## src/rtl/core/ckmer_pkg.sv

```systemverilog
// Package: shared types, constants and helpers for the canonical k-mer stream.
`default_nettype none

package ckmer_pkg;

  localparam int unsigned WordW    = 64;
  localparam int unsigned KMaxPairs = 32;
  localparam int unsigned KLenW    = 6;
  localparam int unsigned KIdxW    = 5;
  localparam int unsigned OutPosW  = 32;

  // Reset length is 31 bases, held as k-1.
  localparam logic [KIdxW-1:0] KM1Reset = 5'd30;

  // Item passed from the front end to the back end.
  typedef struct packed {
    logic [WordW-1:0]   fwd_word;
    logic [WordW-1:0]   rc_word;
    logic [OutPosW-1:0] start_pos;
    logic               last;
  } ckmer_item_t;

  // Queue status seen by both sides.
  typedef struct packed {
    logic full;
    logic empty;
  } ckmer_q_stat_t;

  // Clamp a written length to 1..32 and return k-1.
  function automatic logic [KIdxW-1:0] eff_km1(input logic [KLenW-1:0] len);
    logic [KIdxW-1:0] r;
    if (len == '0) begin
      r = '0;
    end else if (len > 6'd32) begin
      r = 5'd31;
    end else begin
      r = KIdxW'(len - 6'd1);
    end
    return r;
  endfunction

  // Mask covering the low 2*k bits of a word.
  function automatic logic [WordW-1:0] word_mask(input logic [KIdxW-1:0] km1);
    logic [WordW-1:0] m;
    m = '0;
    for (int i = 0; i < KMaxPairs; i++) begin
      if (KIdxW'(i) <= km1) begin
        m[2*i +: 2] = 2'b11;
      end
    end
    return m;
  endfunction

endpackage

`default_nettype wire

```

## src/rtl/core/ckmer_in_if.sv

```systemverilog
// Interface: base input channel.
`default_nettype none

interface ckmer_in_if;
  logic       valid;
  logic       ready;
  logic [1:0] base;
  logic       contig_end;

  modport source (output valid, output base, output contig_end, input ready);
  modport sink (input valid, input base, input contig_end, output ready);
endinterface

`default_nettype wire

```

## src/rtl/core/ckmer_out_if.sv

```systemverilog
// Interface: canonical k-mer result channel.
`default_nettype none

interface ckmer_out_if;
  logic        valid;
  logic        ready;
  logic [63:0] canonical_word;
  logic [31:0] start_pos;
  logic        forward_is_canonical;
  logic        last_of_contig;

  modport source (output valid, output canonical_word, output start_pos,
                  output forward_is_canonical, output last_of_contig, input ready);
  modport sink (input valid, input canonical_word, input start_pos,
                input forward_is_canonical, input last_of_contig, output ready);
endinterface

`default_nettype wire

```

## src/rtl/core/ckmer_cfg_if.sv

```systemverilog
// Interface: k-mer length configuration write channel.
`default_nettype none

interface ckmer_cfg_if;
  logic       valid;
  logic       ready;
  logic [5:0] data;

  modport source (output valid, output data, input ready);
  modport sink (input valid, input data, output ready);
endinterface

`default_nettype wire

```

## src/rtl/core/ckmer_front.sv

```systemverilog
// Front end: accepts bases, rolls the forward and reverse-complement words.
`default_nettype none

module ckmer_front
  import ckmer_pkg::*;
#(
  parameter int unsigned POS_BITS = 32
) (
  input  wire               clk_i,
  input  wire               rst_ni,
  ckmer_in_if.sink          in_i,
  ckmer_cfg_if.sink         cfg_i,
  input  ckmer_q_stat_t     stat_i,
  output logic              push_o,
  output ckmer_item_t       item_o
);

  logic [WordW-1:0]    fwd_q, fwd_d;
  logic [WordW-1:0]    rc_q, rc_d;
  logic [WordW-1:0]    mask_q;
  logic [KIdxW-1:0]    km1_q;
  logic [KLenW-1:0]    fill_q, fill_d;
  logic [POS_BITS-1:0] idx_q;
  logic [POS_BITS-1:0] start_full;
  logic                in_fire, cfg_fire, emit;

  // Hold bases while a length write is offered so the two never transfer together.
  assign in_i.ready  = !stat_i.full && !cfg_i.valid;
  assign cfg_i.ready = 1'b1;
  assign in_fire     = in_i.valid && in_i.ready;
  assign cfg_fire    = cfg_i.valid && cfg_i.ready;

  // A k-mer is complete once k-1 bases of this contig are already held.
  assign emit = fill_q >= {1'b0, km1_q};

  always_comb begin
    fwd_d = ((fwd_q << 2) | {{(WordW-2){1'b0}}, in_i.base}) & mask_q;
    rc_d  = rc_q >> 2;
    for (int i = 0; i < KMaxPairs; i++) begin
      if (KIdxW'(i) == km1_q) begin
        rc_d[2*i +: 2] = ~in_i.base;
      end
    end
    fill_d = emit ? (KLenW'(km1_q) + 6'd1) : (fill_q + 6'd1);
  end

  assign start_full = idx_q - POS_BITS'(km1_q);

  always_comb begin
    item_o.fwd_word  = fwd_d;
    item_o.rc_word   = rc_d;
    item_o.start_pos = OutPosW'(start_full);
    item_o.last      = in_i.contig_end;
  end

  assign push_o = in_fire && emit;

  always_ff @(posedge clk_i or negedge rst_ni) begin
    if (!rst_ni) begin
      fwd_q  <= '0;
      rc_q   <= '0;
      fill_q <= '0;
      idx_q  <= '0;
      km1_q  <= KM1Reset;
      mask_q <= word_mask(KM1Reset);
    end else if (cfg_fire) begin
      // New length: restart the k-mer, keep the base index.
      km1_q  <= eff_km1(cfg_i.data);
      mask_q <= word_mask(eff_km1(cfg_i.data));
      fwd_q  <= '0;
      rc_q   <= '0;
      fill_q <= '0;
    end else if (in_fire) begin
      idx_q <= idx_q + POS_BITS'(1);
      if (in_i.contig_end) begin
        fwd_q  <= '0;
        rc_q   <= '0;
        fill_q <= '0;
      end else begin
        fwd_q  <= fwd_d;
        rc_q   <= rc_d;
        fill_q <= fill_d;
      end
    end
  end

endmodule

`default_nettype wire

```

## src/rtl/core/ckmer_fifo.sv

```systemverilog
// Two-entry queue between the front end and the back end.
`default_nettype none

module ckmer_fifo
  import ckmer_pkg::*;
(
  input  wire           clk_i,
  input  wire           rst_ni,
  input  logic          push_i,
  input  ckmer_item_t   item_i,
  input  logic          pop_i,
  output ckmer_item_t   item_o,
  output ckmer_q_stat_t stat_o
);

  ckmer_item_t mem_q [2];
  logic        wr_ptr_q, rd_ptr_q;
  logic [1:0]  cnt_q;

  assign stat_o.full  = cnt_q == 2'd2;
  assign stat_o.empty = cnt_q == 2'd0;
  assign item_o       = mem_q[rd_ptr_q];

  always_ff @(posedge clk_i) begin
    if (push_i) begin
      mem_q[wr_ptr_q] <= item_i;
    end
  end

  always_ff @(posedge clk_i or negedge rst_ni) begin
    if (!rst_ni) begin
      wr_ptr_q <= 1'b0;
      rd_ptr_q <= 1'b0;
      cnt_q    <= '0;
    end else begin
      if (push_i) begin
        wr_ptr_q <= !wr_ptr_q;
      end
      if (pop_i) begin
        rd_ptr_q <= !rd_ptr_q;
      end
      if (push_i && !pop_i) begin
        cnt_q <= cnt_q + 2'd1;
      end else if (pop_i && !push_i) begin
        cnt_q <= cnt_q - 2'd1;
      end
    end
  end

endmodule

`default_nettype wire

```

## src/rtl/core/ckmer_back.sv

```systemverilog
// Back end: picks the canonical word and holds the result register.
`default_nettype none

module ckmer_back
  import ckmer_pkg::*;
(
  input  wire           clk_i,
  input  wire           rst_ni,
  input  ckmer_item_t   item_i,
  input  ckmer_q_stat_t stat_i,
  output logic          pop_o,
  ckmer_out_if.source   out_o
);

  logic               valid_q;
  logic [WordW-1:0]   word_q;
  logic [OutPosW-1:0] pos_q;
  logic               fwd_q, last_q;
  logic               fwd_le;

  // Load when the result register is empty or its transfer completes.
  assign pop_o  = !stat_i.empty && (!valid_q || out_o.ready);
  assign fwd_le = item_i.fwd_word <= item_i.rc_word;

  assign out_o.valid                = valid_q;
  assign out_o.canonical_word       = word_q;
  assign out_o.start_pos            = pos_q;
  assign out_o.forward_is_canonical = fwd_q;
  assign out_o.last_of_contig       = last_q;

  always_ff @(posedge clk_i) begin
    if (pop_o) begin
      word_q <= fwd_le ? item_i.fwd_word : item_i.rc_word;
      pos_q  <= item_i.start_pos;
      fwd_q  <= fwd_le;
      last_q <= item_i.last;
    end
  end

  always_ff @(posedge clk_i or negedge rst_ni) begin
    if (!rst_ni) begin
      valid_q <= 1'b0;
    end else if (pop_o) begin
      valid_q <= 1'b1;
    end else if (out_o.ready) begin
      valid_q <= 1'b0;
    end
  end

endmodule

`default_nettype wire

```

## src/rtl/core/contig_canonical_kmer_stream.sv

```systemverilog
// Top level: canonical k-mer extraction over a stream of concatenated contigs.
// Path: the completing base's item is written to the queue, then to the result register.
// Throughput: one base per cycle unless the queue is full or a length write is offered.
// Front end: rolling shift; back end: 64-bit compare; a two-entry queue between them.
// Reset: rst_ni clears words, fill count, base index and queue; length is 31.
`default_nettype none

module contig_canonical_kmer_stream
  import ckmer_pkg::*;
#(
  parameter int unsigned POS_BITS = 32
) (
  input  wire          clk_i,
  input  wire          rst_ni,
  ckmer_in_if.sink     in_i,
  ckmer_cfg_if.sink    cfg_i,
  ckmer_out_if.source  out_o
);

  logic          push, pop;
  ckmer_item_t   push_item, pop_item;
  ckmer_q_stat_t q_stat;

  ckmer_front #(
    .POS_BITS(POS_BITS)
  ) u_front (
    .clk_i  (clk_i),
    .rst_ni (rst_ni),
    .in_i   (in_i),
    .cfg_i  (cfg_i),
    .stat_i (q_stat),
    .push_o (push),
    .item_o (push_item)
  );

  ckmer_fifo u_fifo (
    .clk_i  (clk_i),
    .rst_ni (rst_ni),
    .push_i (push),
    .item_i (push_item),
    .pop_i  (pop),
    .item_o (pop_item),
    .stat_o (q_stat)
  );

  ckmer_back u_back (
    .clk_i  (clk_i),
    .rst_ni (rst_ni),
    .item_i (pop_item),
    .stat_i (q_stat),
    .pop_o  (pop),
    .out_o  (out_o)
  );

  a_q_stat_sane: assert property (@(posedge clk_i) disable iff (!rst_ni)
    !(q_stat.full && q_stat.empty))
    else $error("queue reports full and empty together");

  a_no_push_when_full: assert property (@(posedge clk_i) disable iff (!rst_ni)
    push |-> !q_stat.full)
    else $error("push into a full queue");

  a_result_from_queue: assert property (@(posedge clk_i) disable iff (!rst_ni)
    $rose(out_o.valid) |-> $past(!q_stat.empty))
    else $error("result offered without a queued item");

endmodule

`default_nettype wire
```

## src/flat_wrapper.sv

```systemverilog
// flat-port wrapper written by rule: the top's interface ports become plain ports
module contig_canonical_kmer_stream_flat import ckmer_pkg::*;
#(
  parameter int unsigned POS_BITS = 32
)
  (clk_i, rst_ni, in_i_valid, in_i_base, in_i_contig_end, in_i_ready, cfg_i_valid, cfg_i_data, cfg_i_ready, out_o_valid, out_o_canonical_word, out_o_start_pos, out_o_forward_is_canonical, out_o_last_of_contig, out_o_ready);
  ckmer_in_if in_i_i ();
  ckmer_cfg_if cfg_i_i ();
  ckmer_out_if out_o_i ();
  input  wire clk_i;
  input  wire rst_ni;
  input wire logic [$bits(in_i_i.valid)-1:0] in_i_valid;
  input wire logic [$bits(in_i_i.base)-1:0] in_i_base;
  input wire logic [$bits(in_i_i.contig_end)-1:0] in_i_contig_end;
  output wire logic [$bits(in_i_i.ready)-1:0] in_i_ready;
  input wire logic [$bits(cfg_i_i.valid)-1:0] cfg_i_valid;
  input wire logic [$bits(cfg_i_i.data)-1:0] cfg_i_data;
  output wire logic [$bits(cfg_i_i.ready)-1:0] cfg_i_ready;
  output wire logic [$bits(out_o_i.valid)-1:0] out_o_valid;
  output wire logic [$bits(out_o_i.canonical_word)-1:0] out_o_canonical_word;
  output wire logic [$bits(out_o_i.start_pos)-1:0] out_o_start_pos;
  output wire logic [$bits(out_o_i.forward_is_canonical)-1:0] out_o_forward_is_canonical;
  output wire logic [$bits(out_o_i.last_of_contig)-1:0] out_o_last_of_contig;
  input wire logic [$bits(out_o_i.ready)-1:0] out_o_ready;
  assign in_i_i.valid = in_i_valid;
  assign in_i_i.base = in_i_base;
  assign in_i_i.contig_end = in_i_contig_end;
  assign in_i_ready = in_i_i.ready;
  assign cfg_i_i.valid = cfg_i_valid;
  assign cfg_i_i.data = cfg_i_data;
  assign cfg_i_ready = cfg_i_i.ready;
  assign out_o_valid = out_o_i.valid;
  assign out_o_canonical_word = out_o_i.canonical_word;
  assign out_o_start_pos = out_o_i.start_pos;
  assign out_o_forward_is_canonical = out_o_i.forward_is_canonical;
  assign out_o_last_of_contig = out_o_i.last_of_contig;
  assign out_o_i.ready = out_o_ready;
  contig_canonical_kmer_stream #(.POS_BITS(POS_BITS)) u_core (.clk_i(clk_i), .rst_ni(rst_ni), .in_i(in_i_i), .cfg_i(cfg_i_i), .out_o(out_o_i));
endmodule
```

## config.mk

```make
export PLATFORM = sky130hd
export DESIGN_NAME = contig_canonical_kmer_stream_flat
export DESIGN_NICKNAME = d
export VERILOG_FILES = /design/src/rtl/core/ckmer_pkg.sv /design/src/rtl/core/ckmer_in_if.sv /design/src/rtl/core/ckmer_out_if.sv /design/src/rtl/core/ckmer_cfg_if.sv /design/src/rtl/core/ckmer_front.sv /design/src/rtl/core/ckmer_fifo.sv /design/src/rtl/core/ckmer_back.sv /design/src/rtl/core/contig_canonical_kmer_stream.sv /design/src/flat_wrapper.sv
export SDC_FILE = /design/constraint.sdc
export NUM_CORES = 1
export LEC_CHECK = 0
export BUFFER_PORTS_ARGS = -buffer_cell sky130_fd_sc_hd__buf_4
export CORE_MARGIN = 2
export CORE_UTILIZATION = 50
export DETAILED_ROUTE_END_ITERATION = 6
export PLACE_DENSITY_LB_ADDON = 0.15
export SYNTH_ARGS = -nofsm -noshare
export SYNTH_HDL_FRONTEND = slang
export SYNTH_HIERARCHICAL = 1
export SYNTH_SLANG_ARGS = --single-unit
```

## constraint.sdc

```tcl
create_clock -name clk_i -period 18.8 [get_ports clk_i]
set_input_delay 0 -clock clk_i [delete_from_list [all_inputs] [get_ports clk_i]]
set_output_delay 0 -clock clk_i [all_outputs]
set_load 0.02 [all_outputs]
```

Word level (Yosys, flattened, before mapping). Memories as Yosys holds them, arrays and structs flattened. Cells that the tools add are included.

Flip-flop bits (word level): 336. Memory bits (writable): 322. Bits of input ports: 14. Output and inout port bits: 101. Word-level logic and storage cells: 199. Memories: 1.

Memories: u_core.u_fifo.mem_q (words 2, width 161, rd ports 1, clocked after Yosys merged registers in 0, wr ports 1, RTL line ckmer_fifo.sv:16) `ckmer_item_t mem_q [2];`.

Add/sub/neg operators: 7. Order comparisons: 35. Equal/unequal tests: 32. Multiplexer cells: 84. Bitwise logic cells: 4. Reductions and logical operators: 22.

Operators by type and width (count): $mux 64 (4); $mux 62 (3); $mux 2 (66); $eq 5x5->1 const A (16); $le 5x5->1 const A (16); $and 64x64->64 (1); $le 64x64->1 (1); $or 64x2->64 (1); $eq 4x5->1 const A (8); $le 4x5->1 const A (8); $add 32x1->32 const B (1); $sub 32x5->32 (1); $mux 6 (4); $eq 3x5->1 const A (4); $le 3x5->1 const A (4); $mux 5 (3); $eq 2x5->1 const A (2); $le 1x5->1 const A (2); $le 2x5->1 const A (2); $logic_not 1->1 (8); $add 5x1->6 const B (1); $add 6x1->6 const B (1); $ge 6x5->1 (1); $gt 6x6->1 const B (1); 15 further kinds (25).

Depth between registers and ports, before layout.
Depth after elaboration: 9. Gate-level depth with buffers: 15. Gate-level depth less buffers: 12.

By module. The synthesis kept the hierarchy.

By module, submodules not included: ckmer_fifo (instances 1, cells each 517, area an instance 12121.6 µm², sequential area each 9769.4 µm²); ckmer_front (instances 1, cells each 1037, area an instance 10132.2 µm², sequential area each 5023.6 µm²); ckmer_back (instances 1, cells each 412, area an instance 5641.7 µm², sequential area each 2967.8 µm²).

Worst setup path before layout. Ideal clock, no wire load.

Path kind: reg2reg. Start point: register u_core.u_front.km1_q[2]. End point: memory u_core/u_fifo/mem_q[0][0] in the netlist's numbering, enable pin. Library setup time: 0.703 ns. Data arrival time: 9.048 ns. Data required time: 18.097 ns. Slack: 9.049 ns. Cell stages (with the launch flop): 10. Path buffers: 2. Period minus slack after synthesis: 9.751 ns. Path through: dfstp_2 clkbuf_1 inv_1 ha_1 nand2_1 o21ai_0 a31oi_1 clkbuf_1 nor2_1 nor2b_1.

Longest elaborated chain between the ends: 4.

Ends and longest elaborated chain: start: declaration (RTL line ckmer_front.sv:21) `logic [KIdxW-1:0] km1_q;`; start signal: assignment (RTL line ckmer_front.sv:64) `km1_q <= KM1Reset;`; start signal: assignment (RTL line ckmer_front.sv:68) `km1_q <= eff_km1(cfg_i.data);`; $ge 6x5->1 (RTL line ckmer_front.sv:34) `assign emit = fill_q >= {1'b0, km1_q};`; $logic_and 1x1->1 (RTL line ckmer_front.sv:56) `assign push_o = in_fire && emit;`; named net u_core.push (RTL line contig_canonical_kmer_stream.sv:20) `logic push, pop;`; $mux 1 (RTL line ckmer_fifo.sv:25) `if (push_i) begin`; $mux 1 (implied by the code) (RTL line ckmer_fifo.sv:26) `mem_q[wr_ptr_q] <= item_i;`; end: declaration (RTL line ckmer_fifo.sv:16).

The timed path passes the listed nets, and every way through them passes these cells.

==> impl_metrics.env <==
export IMPL_yosys_register_bits=624
export IMPL_drv_cap=0
export IMPL_crit_fanout=65
export IMPL_power_share_switching=0.300
export IMPL_io_pins=115
export IMPL_worst_path_max_delay_cell="dfrtp_4"
export IMPL_routabilityCongestion=0.809
export IMPL_portBuffers=113
export IMPL_clkPwrFrac=0.303
export IMPL_p_seq_frac=0.413
export IMPL_numClockSinks=624
export IMPL_path_class="reg2reg"
export IMPL_fmax_mhz=163
export IMPL_p_per_area_nw_per_um2=136
export IMPL_path_clk_slew_ns=0.06
export IMPL_grt_max_degree=90
export IMPL_routedWlPerCell_um=21.1
export IMPL_cp_cell_sequence="buf_4 -> mux2_2 -> ha_1 -> a21oi_1 -> o21ai_1 -> a2111oi_0 -> a41oi_1 -> a21oi_1 -> a31oi_4 -> inv_4 -> buf_4 -> mux2_4"
export IMPL_syn_cell_area_sq_um=27900
export IMPL_avgSynthCellArea_sq_um=14.2
export IMPL_status="complete, no violations"
export IMPL_core_sq_um=55100
export IMPL_htreeDepth=3
export IMPL_numCtsBuffers=68
export IMPL_via_per_inst=5.60
export IMPL_r2r_end="u_core/u_back/out_o.canonical_word[17]"
export IMPL_final_cell_area_sq_um=31600
export IMPL_totalWireLength_um=60900
export IMPL_critPathTopFamily="buffers and inverters"
export IMPL_critPathRequiredTime_ns=19.12
export IMPL_clock_path_buffers=3
export IMPL_drc=0
export IMPL_cts_resized=0
export IMPL_design_die_area_sq_um=57700
export IMPL_die_width_um=240
export IMPL_synthDistinctLibCells=81
export IMPL_switchingPower_mw=1.29
export IMPL_rsz0062_at_grt="false"
export IMPL_period_share=0.326
export IMPL_syn_num_nets=2060
export IMPL_ff2ff_path_depth=12
export IMPL_synth_area_top_cells="edfxtp_1 45%, dfrtp_1 15%, mux2_4 7.5%, a22o_1 3.9%, ha_1 3.5%"
export IMPL_slowest_delay_ns=1.14
export IMPL_worst_pin_slew_ns=1.12
export IMPL_crit_buf_inv=3
export IMPL_syn_to_final_growth_pct=13.4
export IMPL_yosysSeqAreaShare=0.637
export IMPL_dp_hpwl_um=38300
export IMPL_grt_pass1_wl_um=95100
export IMPL_final_cells=2887
export IMPL_antenna_cells=0
export IMPL_initial_utilization=0.506
export IMPL_synth_top_cell_area_share=0.452
export IMPL_final_nets=2180
export IMPL_placed_area_sq_um=29300
export IMPL_grt_usage=0.216
export IMPL_finalSetupViolCount=0
export IMPL_slew_viol_final=0
export IMPL_yosysTopAreaCell="edfxtp_1"
export IMPL_grt_ovfl_total=0
export IMPL_period_needed_ns=6.13
export IMPL_first_global_vias=16500
export IMPL_drt_pass1_iterations=5
export IMPL_cts_setup_buffers=0
export IMPL_syn_inst=1966
export IMPL_rows=86
export IMPL_root_buffer="clkbuf_16"
export IMPL_regToRegSetupSlack_ns=12.67
export IMPL_drt_initial_drc_count=1285
export IMPL_vdd_drop_max_uv=116
export IMPL_crit_path_end_kind="register"
export IMPL_cts_tree="built"
export IMPL_num_vias=16200
export IMPL_dieHeight_um=240
export IMPL_skew_ns=0.0286
export IMPL_slew_headroom=0.253
export IMPL_drive_gt1_frac=0.237
export IMPL_synthFlopType="edfxtp_1"
export IMPL_ys_async_sr_fraction=0.327
export IMPL_yosys_warnings=6
export IMPL_r2r_start="u_core/u_fifo/rd_ptr_q"
export IMPL_leakage_nw=12.8
export IMPL_setup_tns_final_ns=0
export IMPL_finalHoldViolCount=0
export IMPL_worstPathArrival_ns=6.45
export IMPL_synth_edf_count=420
export IMPL_fillerInstances=4386
export IMPL_clock_latency_ns=0.60
export IMPL_cts_hold_buf=14
export IMPL_p_int_mw=3.01
export IMPL_ant_nets=0
export IMPL_antenna_found_initial=0
export IMPL_dp_cells=2750
export IMPL_worstHoldPathType="in2async"
export IMPL_combPwrFrac=0.285
export IMPL_critPathLaunchType="register"
[cells in the final DEF, fill, tap and decap left out, types with 13 or more instances in the layout]
| master | count |
|---|---|
| edfxtp_1 | 420 |
| dfrtp_1 | 168 |
| nand2_1 | 156 |
| mux2_4 | 139 |
| buf_4 | 129 |
| a22o_1 | 125 |
| inv_1 | 104 |
| o21ai_0 | 96 |
| mux2_2 | 82 |
| ha_1 | 79 |
| clkbuf_16 | 72 |
| nor2_1 | 71 |
| and2_1 | 69 |
| a21oi_1 | 49 |
| dfstp_2 | 35 |
| xnor2_1 | 33 |
| xor2_1 | 33 |
| nand4_1 | 23 |
| clkbuf_1 | 22 |
| nand3_1 | 22 |
| nor3_1 | 18 |
| dlygate4sd3_1 | 14 |
| a31oi_1 | 13 |
[power by group through the flow]
stage | registers [mW] | clock network, mW | logic [mW]
3_5_place_dp | 1.81 | 0 | 1.23
5_1_grt | 1.79 | 1.40 | 1.31
4_1_cts | 1.78 | 1.33 | 1.24
6_report | 1.78 | 1.30 | 1.22
2_1_floorplan | 1.88 | 0 | 0.790
3_3_place_gp | 1.81 | 0 | 1.20
[how the worst max path moves through the flow]
stage                                 start                                endpoint  depth (start not counted)
finish               u_core/u_fifo/rd_ptr_q  u_core/u_back/out_o.canonical_word[17]                         12
global route         u_core/u_fifo/rd_ptr_q  u_core/u_back/out_o.canonical_word[17]                         12
CTS                  u_core/u_fifo/rd_ptr_q  u_core/u_back/out_o.canonical_word[17]                         12
detailed placement   u_core/u_fifo/rd_ptr_q  u_core/u_back/out_o.canonical_word[17]                         12
global placement     u_core/u_fifo/rd_ptr_q  u_core/u_back/out_o.canonical_word[19]                         12
floorplan           u_core/u_front/km1_q[2]               u_core/u_fifo/mem_q[0][0]                          9
[cells by family (layout without fill, tap and decap cells)]
logic type | Yosys count | count (layout) | synth area share
AO/OA/AOI/OAI | 326 | 326 | 0.0805
XOR/XNOR | 66 | 66 | 0.0207
adder cells (fa/ha/maj) | 81 | 81 | 0.0365
buffers and inverters | 199 | 372 | 0.0331
flip-flops | 624 | 624 | 0.637
multiplexers | 230 | 230 | 0.111
other | 1 | 1 | 0.000134
AND/OR/NAND/NOR | 439 | 439 | 0.0810
[stage by stage]
stage,hold WS [ns],power (mW),util,setup WS [ns]
floorplan,-0.296,2.67,-,9.05
global placement,0.122,3.01,0.532,12.80
detailed placement,0.139,3.03,0.532,12.66
CTS,0.0388,4.35,0.574,12.61
global route,0.0818,4.50,0.574,12.33
finish,0.0334,4.30,0.574,12.67
[metal layers]
metal,GRT usage,vias up,routed length (um)
met3,0.0326,83,2650
li1,-,7473,-
met1,0.303,8230,28100
met4,0.0717,0,1450
met5,0,-,0
met2,0.346,391,28800
[cells in the mapped netlist (4+ instances only)]
| cell type | instances |
|---|---|
| edfxtp_1 | 420 |
| dfrtp_1 | 169 |
| nand2_1 | 156 |
| mux2_4 | 139 |
| a22o_1 | 125 |
| inv_1 | 104 |
| o21ai_0 | 96 |
| mux2_2 | 82 |
| ha_1 | 79 |
| nor2_1 | 73 |
| and2_1 | 70 |
| clkbuf_1 | 58 |
| a21oi_1 | 50 |
| dfstp_2 | 35 |
| xnor2_1 | 33 |
| xor2_1 | 33 |
| nand4_1 | 23 |
| nand3_1 | 22 |
| buf_6 | 19 |
| nor3_1 | 18 |
| a31oi_1 | 13 |
| buf_2 | 11 |
| nand2b_1 | 11 |
| nor2b_1 | 11 |
| nor4_1 | 7 |
| o22ai_1 | 7 |
| or3_1 | 6 |
| mux2i_1 | 5 |
| nor3b_1 | 5 |
| o211ai_1 | 5 |
| and4_1 | 4 |
| mux2_1 | 4 |
| or2_2 | 4 |
[cell type report]
class / count / area [sq um] / share of cell area
multi-input combinational: 1143 / 9250 / 0.292
timing repair buffer: 144 / 1120 / 0.0355
tap: 748 / 936 / 0.0296
clock inverter: 25 / 234 / 0.00739
sequential: 624 / 17800 / 0.561
inverter: 105 / 397 / 0.0125
clock buffer: 98 / 1940 / 0.0613
[flip-flops by register name (all words and copies together), names as in the netlist, 2 cells and up]
| register | cells |
|---|---|
| u_core/u_front/idx_q | 32 |
| u_core/u_front/rc_q | 62 |
| u_core/u_front/fwd_q | 62 |
| u_core/u_front/mask_q | 32 |
| u_core/u_back/out_o.canonical_word | 64 |
| u_core/u_fifo/cnt_q | 2 |
| u_core/u_front/km1_q | 5 |
| u_core/u_back/out_o.start_pos | 32 |
| u_core/u_front/fill_q | 6 |
| u_core/u_fifo/mem_q | 322 |
Note: power is estimated with default switching activity, not from simulation.
